$ cat src/hdl/per_source_icmp_token_bucket_macros.svh
// Assertion macros used by the token bucket module to check its own logic.
`ifndef PER_SOURCE_ICMP_TOKEN_BUCKET_MACROS_SVH
`define PER_SOURCE_ICMP_TOKEN_BUCKET_MACROS_SVH

// Checks that a condition implies a consequence in the same cycle.
`define PSITB_ASSERT_NOW(label, cond, cons, msg) \
  label: assert property (@(posedge clk) disable iff (rst) (cond) |-> (cons)) \
    else $error(msg);

// Checks that a condition implies a consequence in the next cycle.
`define PSITB_ASSERT_NEXT(label, cond, cons, msg) \
  label: assert property (@(posedge clk) disable iff (rst) (cond) |=> (cons)) \
    else $error(msg);

`endif

$ cat src/hdl/psitb_pkg.sv
`timescale 1ns / 1ps
`default_nettype none
package psitb_pkg;

  localparam logic [15:0] ETH_IPV4   = 16'h0800;
  localparam logic [7:0]  PROTO_ICMP = 8'd1;

  localparam logic [1:0] REG_INTERVAL = 2'd0;
  localparam logic [1:0] REG_TOPUP    = 2'd1;
  localparam logic [1:0] REG_CAPACITY = 2'd2;

  typedef struct packed {
    logic        live;
    logic [31:0] key;
    logic        hit;
    logic [7:0]  tokens;
    logic [63:0] stamp;
    logic        free;
  } probe_t;

  typedef struct packed {
    logic        en;
    logic [31:0] key;
    logic [7:0]  tokens;
    logic [63:0] stamp;
  } wr_t;

endpackage
`default_nettype wire

$ cat src/hdl/psitb_cell.sv
`timescale 1ns / 1ps
`default_nettype none
module psitb_cell import psitb_pkg::*; #(
  parameter int IDX_W = 6,
  parameter int INDEX = 0
) (
  input  wire logic             clk,
  input  wire logic             rst,
  input  wire probe_t           probe_in,
  input  wire logic [IDX_W-1:0] hit_idx_in,
  input  wire logic [IDX_W-1:0] free_idx_in,
  output probe_t                probe_out,
  output logic      [IDX_W-1:0] hit_idx_out,
  output logic      [IDX_W-1:0] free_idx_out,
  input  wire wr_t              wr,
  input  wire logic [IDX_W-1:0] wr_idx
);

  localparam logic [IDX_W-1:0] MY_IDX = IDX_W'(INDEX);

  logic        valid;
  logic [31:0] key;
  logic [7:0]  tokens;
  logic [63:0] stamp;

  always_ff @(posedge clk) begin
    if (rst) begin
      valid <= 1'b0;
    end else if (wr.en && wr_idx == MY_IDX) begin
      valid <= 1'b1;
    end
    if (wr.en && wr_idx == MY_IDX) begin
      key    <= wr.key;
      tokens <= wr.tokens;
      stamp  <= wr.stamp;
    end
  end

  always_ff @(posedge clk) begin
    if (rst) begin
      probe_out <= '0;
    end else begin
      probe_out    <= probe_in;
      hit_idx_out  <= hit_idx_in;
      free_idx_out <= free_idx_in;
      if (!probe_in.hit && valid && key == probe_in.key) begin
        probe_out.hit    <= 1'b1;
        probe_out.tokens <= tokens;
        probe_out.stamp  <= stamp;
        hit_idx_out      <= MY_IDX;
      end
      if (!probe_in.free && !valid) begin
        probe_out.free <= 1'b1;
        free_idx_out   <= MY_IDX;
      end
    end
  end

endmodule
`default_nettype wire
$ cat config.mk
export PLATFORM = sky130hd
export DESIGN_NAME = psitb_cell
export DESIGN_NICKNAME = d
export VERILOG_FILES = /design/src/hdl/per_source_icmp_token_bucket_macros.svh /design/src/hdl/psitb_pkg.sv /design/src/hdl/psitb_cell.sv
export SDC_FILE = /design/constraint.sdc
export NUM_CORES = 1
export LEC_CHECK = 0
export ABC_CLOCK_PERIOD_IN_PS = 29400
export BUFFER_PORTS_ARGS = -buffer_cell sky130_fd_sc_hd__buf_2
export CORE_MARGIN = 4
export CORE_UTILIZATION = 35
export DETAILED_ROUTE_END_ITERATION = 7
export GPL_TIMING_DRIVEN = 0
export HOLD_SLACK_MARGIN = 0.12
export PLACE_DENSITY = 0.67
export SETUP_SLACK_MARGIN = 0.3
export SYNTH_ARGS = -nofsm -noshare
export SYNTH_HDL_FRONTEND = slang
export SYNTH_SLANG_ARGS = --single-unit
export TNS_END_PERCENT = 50
$ cat constraint.sdc
create_clock -name clk -period 29.4 [get_ports clk]
set_clock_uncertainty 0.05 [all_clocks]
set_input_delay 1.47 -clock clk [delete_from_list [all_inputs] [get_ports clk]]
set_output_delay 1.47 -clock clk [all_outputs]
set_load 0.02 [all_outputs]
==> flow_metrics.tcl <==
set metrics [dict create \
    ys_seq_area_share_pct 73.1 \
    die_w_um 157 \
    nets 1191 \
    synth_area_um2 7720 \
    clock_latency_ns 0.50 \
    clk_pin_slew_ns 0.06 \
    multi_input_area_um2 1930 \
    p_seq_share_pct 50.5 \
    synth_seq_cells 224 \
    cp-end-kind "flop" \
    fin_crit_sh_pct 11.9 \
    antenna_left 0 \
    final_area_um2 10700 \
    core_um2 21800 \
    power.internal_uw 523 \
    grt_pass1_wl_mm 31.0 \
    pwr-share-comb_pct 8.2 \
    syn_to_final_growth_pct 38.2 \
    grt_overflow 0 \
    hp-class "reg -> reg" \
    cts-buffers-inserted 24 \
    dpl_cell_area_um2 9940 \
    dieArea_um2 24500 \
    dr.pass1.iters 4 \
    synth_cell_type_count 22 \
    p_per_area_nw_per_um2 63.2 \
    antenna_found_initial 0 \
    wirelength_mm 21.0 \
    total_power_uw 674 \
    cts_sinks 224 \
    cp.arrival_ns 3.65 \
    fillers 1979 \
    period_minus_slack_ns 3.49 \
    grt_max_degree 22 \
    port-buffer-count 349 \
    top_level_ports 351 \
    cts_buffer_depth 3 \
    syn_inst 569 \
    syn_nets 801 \
    post-cts-setup-buffers 0 \
    p_sw_uw 151 \
    synth_edf_count 116 \
    final_layout_size_suffix_gt1_share_pct 41.9 \
    regArea_um2 5650 \
    path_max_fanout 9 \
    clock.fmax_ghz 0.287 \
    power.share.clock_pct 41.3 \
    ys.flop_type "edfxtp_1" \
    tns_ns 0 \
    synthArstFlopShare_pct 0 \
    status "finished, final reports clean" \
    postCtsResizedCells 0 \
    crit_type "in -> reg" \
    worst_slew_pin_slew_ns 1.04 \
    startpoint_type "primary input" \
    gp_congestion 0.798 \
    cts-root-buf "clkbuf_16" \
    cts_tree "done" \
    critPathRequiredTime_ns 29.56 \
    start_util_pct 35.5 \
    netSwitchingFraction_pct 22.4 \
    rows 54 \
    antenna_cells 0 \
    drv_slew 0 \
    via_count 5494 \
    peakVddDrop_mv 0.0538 \
    p_leak_nw 5.16 \
    htreeDepth 1 \
    avgSynthCellArea_um2 13.6 \
    grt_pass1_vias 5673 \
    vias_per_cell 4.37 \
    drtIter0Drc 171 \
    hold_viol 0 \
    cts-hold-fix-buffers 0 \
    ys_warn_count 0 \
    final-setup-viol-count 0 \
    fin_util_pct 49.0 \
    grt.total_usage_pct 16.3 \
    dp_hpwl_mm 16.4 \
    hold_ws_ns 0.451 \
    max_cap_violations 0 \
    max_slew_margin_pct 30.6 \
    die_y_um 157 \
    rsz0062_at_grt "no" \
    routedWlPerCell_um 16.7 \
    drc 0 \
]
==> sequential cells by signal, summed over array words and instances, names as in the netlist <==
| signal | count |
|---|---|
| probe_out | 107 |
| key | 32 |
| tokens | 8 |
| valid | 1 |
| stamp | 64 |
| hit_idx_out | 6 |
| free_idx_out | 6 |
==> critical path, stage by stage <==
cell	delay, ns
buf_2	0.09
or4b_2	0.67
nor4_2	0.60
buf_4	0.29
buf_4	0.19
buf_4	0.16
buf_4	0.17
==> layer usage <==
metal | vias up | GRT usage [%] | part of all wire (%)
met5 | - | 0 | 0
met4 | 0 | 4.96 | 2.5
met3 | 39 | 3.65 | 7.2
met2 | 204 | 28.4 | 50
met1 | 2545 | 20.2 | 40
li1 | 2706 | - | -
==> logic make-up after synthesis <==
kind of cell / Yosys count / share of synthesized area [%]
buffers and inverters: 33 / 1.90
AND/OR/NAND/NOR: 205 / 11.8
multiplexers: 72 / 9.34
XOR/XNOR: 31 / 3.52
flip-flops: 224 / 73.1
AO/OA/AOI/OAI: 4 / 0.308
==> power by group through the flow <==
| stage | combinational, mW | clock (mW) | sequential, mW |
|---|---|---|---|
| 5_1_grt | 0.0602 | 0.300 | 0.341 |
| 3_5_place_dp | 0.0559 | 0 | 0.347 |
| 2_1_floorplan | 0.0137 | 0 | 0.360 |
| 3_3_place_gp | 0.0549 | 0 | 0.348 |
| 4_1_cts | 0.0561 | 0.287 | 0.341 |
| 6_report | 0.0550 | 0.279 | 0.341 |
==> synth_stat cells (3+ instances only) <==
master    instances  area share, %
nor2b_1          38            3.1
edfxtp_1        116             45
buf_2             6           0.39
nand4_1           6           0.49
clkbuf_1         20           0.97
inv_1             4           0.19
mux2i_1          72            9.3
dfxtp_1         108             28
and2_1            6           0.49
nor2_1            4           0.19
nor4_1            3           0.24
nand2_1         144            7.0
xnor2_1          29            3.3
==> final cells by class <==
type	instances	area share, %
sequential	224	52.9
clock inverter	9	0.446
buffer	28	1.20
timing repair buffer	364	17.5
multi-input combinational	312	18.1
inverter	5	0.176
clock buffer	35	6.40
tap	280	3.28
==> through the flow <==
stage,instances,worst slack [ns]
2_1_floorplan,569,16.50
3_3_place_gp,1198,10.87
3_5_place_dp,1213,25.30
4_1_cts,1257,25.85
5_1_grt,1257,25.77
6_report,1257,25.91
==> path summary, 6_finish.rpt <==
path | cells after the start | from | to | slack (ns)
setup / recovery | 7 | wr_idx[2] | stamp[61]$_DFFE_PP_ | 25.91
setup reg to reg | 7 | key[11]$_DFFE_PP_ | hit_idx_out[1]$_SDFFCE_PP0N_ | 27.16
hold / removal | 2 | stamp[9]$_DFFE_PP_ | probe_out[10]$_SDFF_PP0_ | 0.45
hold reg to reg | 2 | stamp[9]$_DFFE_PP_ | probe_out[10]$_SDFF_PP0_ | 0.45
==> cell usage in the layout, fill, tap and decap left out, types with 2 or more instances in the layout <==
| cell | instances |
|---|---|
| a21oi_1 | 2 |
| and2_1 | 6 |
| buf_2 | 355 |
| buf_4 | 14 |
| buf_6 | 3 |
| clkbuf_1 | 28 |
| clkbuf_16 | 25 |
| clkbuf_8 | 2 |
| clkinv_1 | 2 |
| clkinv_2 | 5 |
| clkinvlp_4 | 2 |
| dfxtp_1 | 108 |
| edfxtp_1 | 116 |
| inv_1 | 4 |
| mux2i_1 | 72 |
| nand2_1 | 144 |
| nand3_1 | 2 |
| nand4_1 | 6 |
| nor2_1 | 4 |
| nor2b_1 | 38 |
| nor4_1 | 2 |
| xnor2_1 | 29 |
| xor2_1 | 2 |
Note: power is estimated with default switching activity, not from simulation.
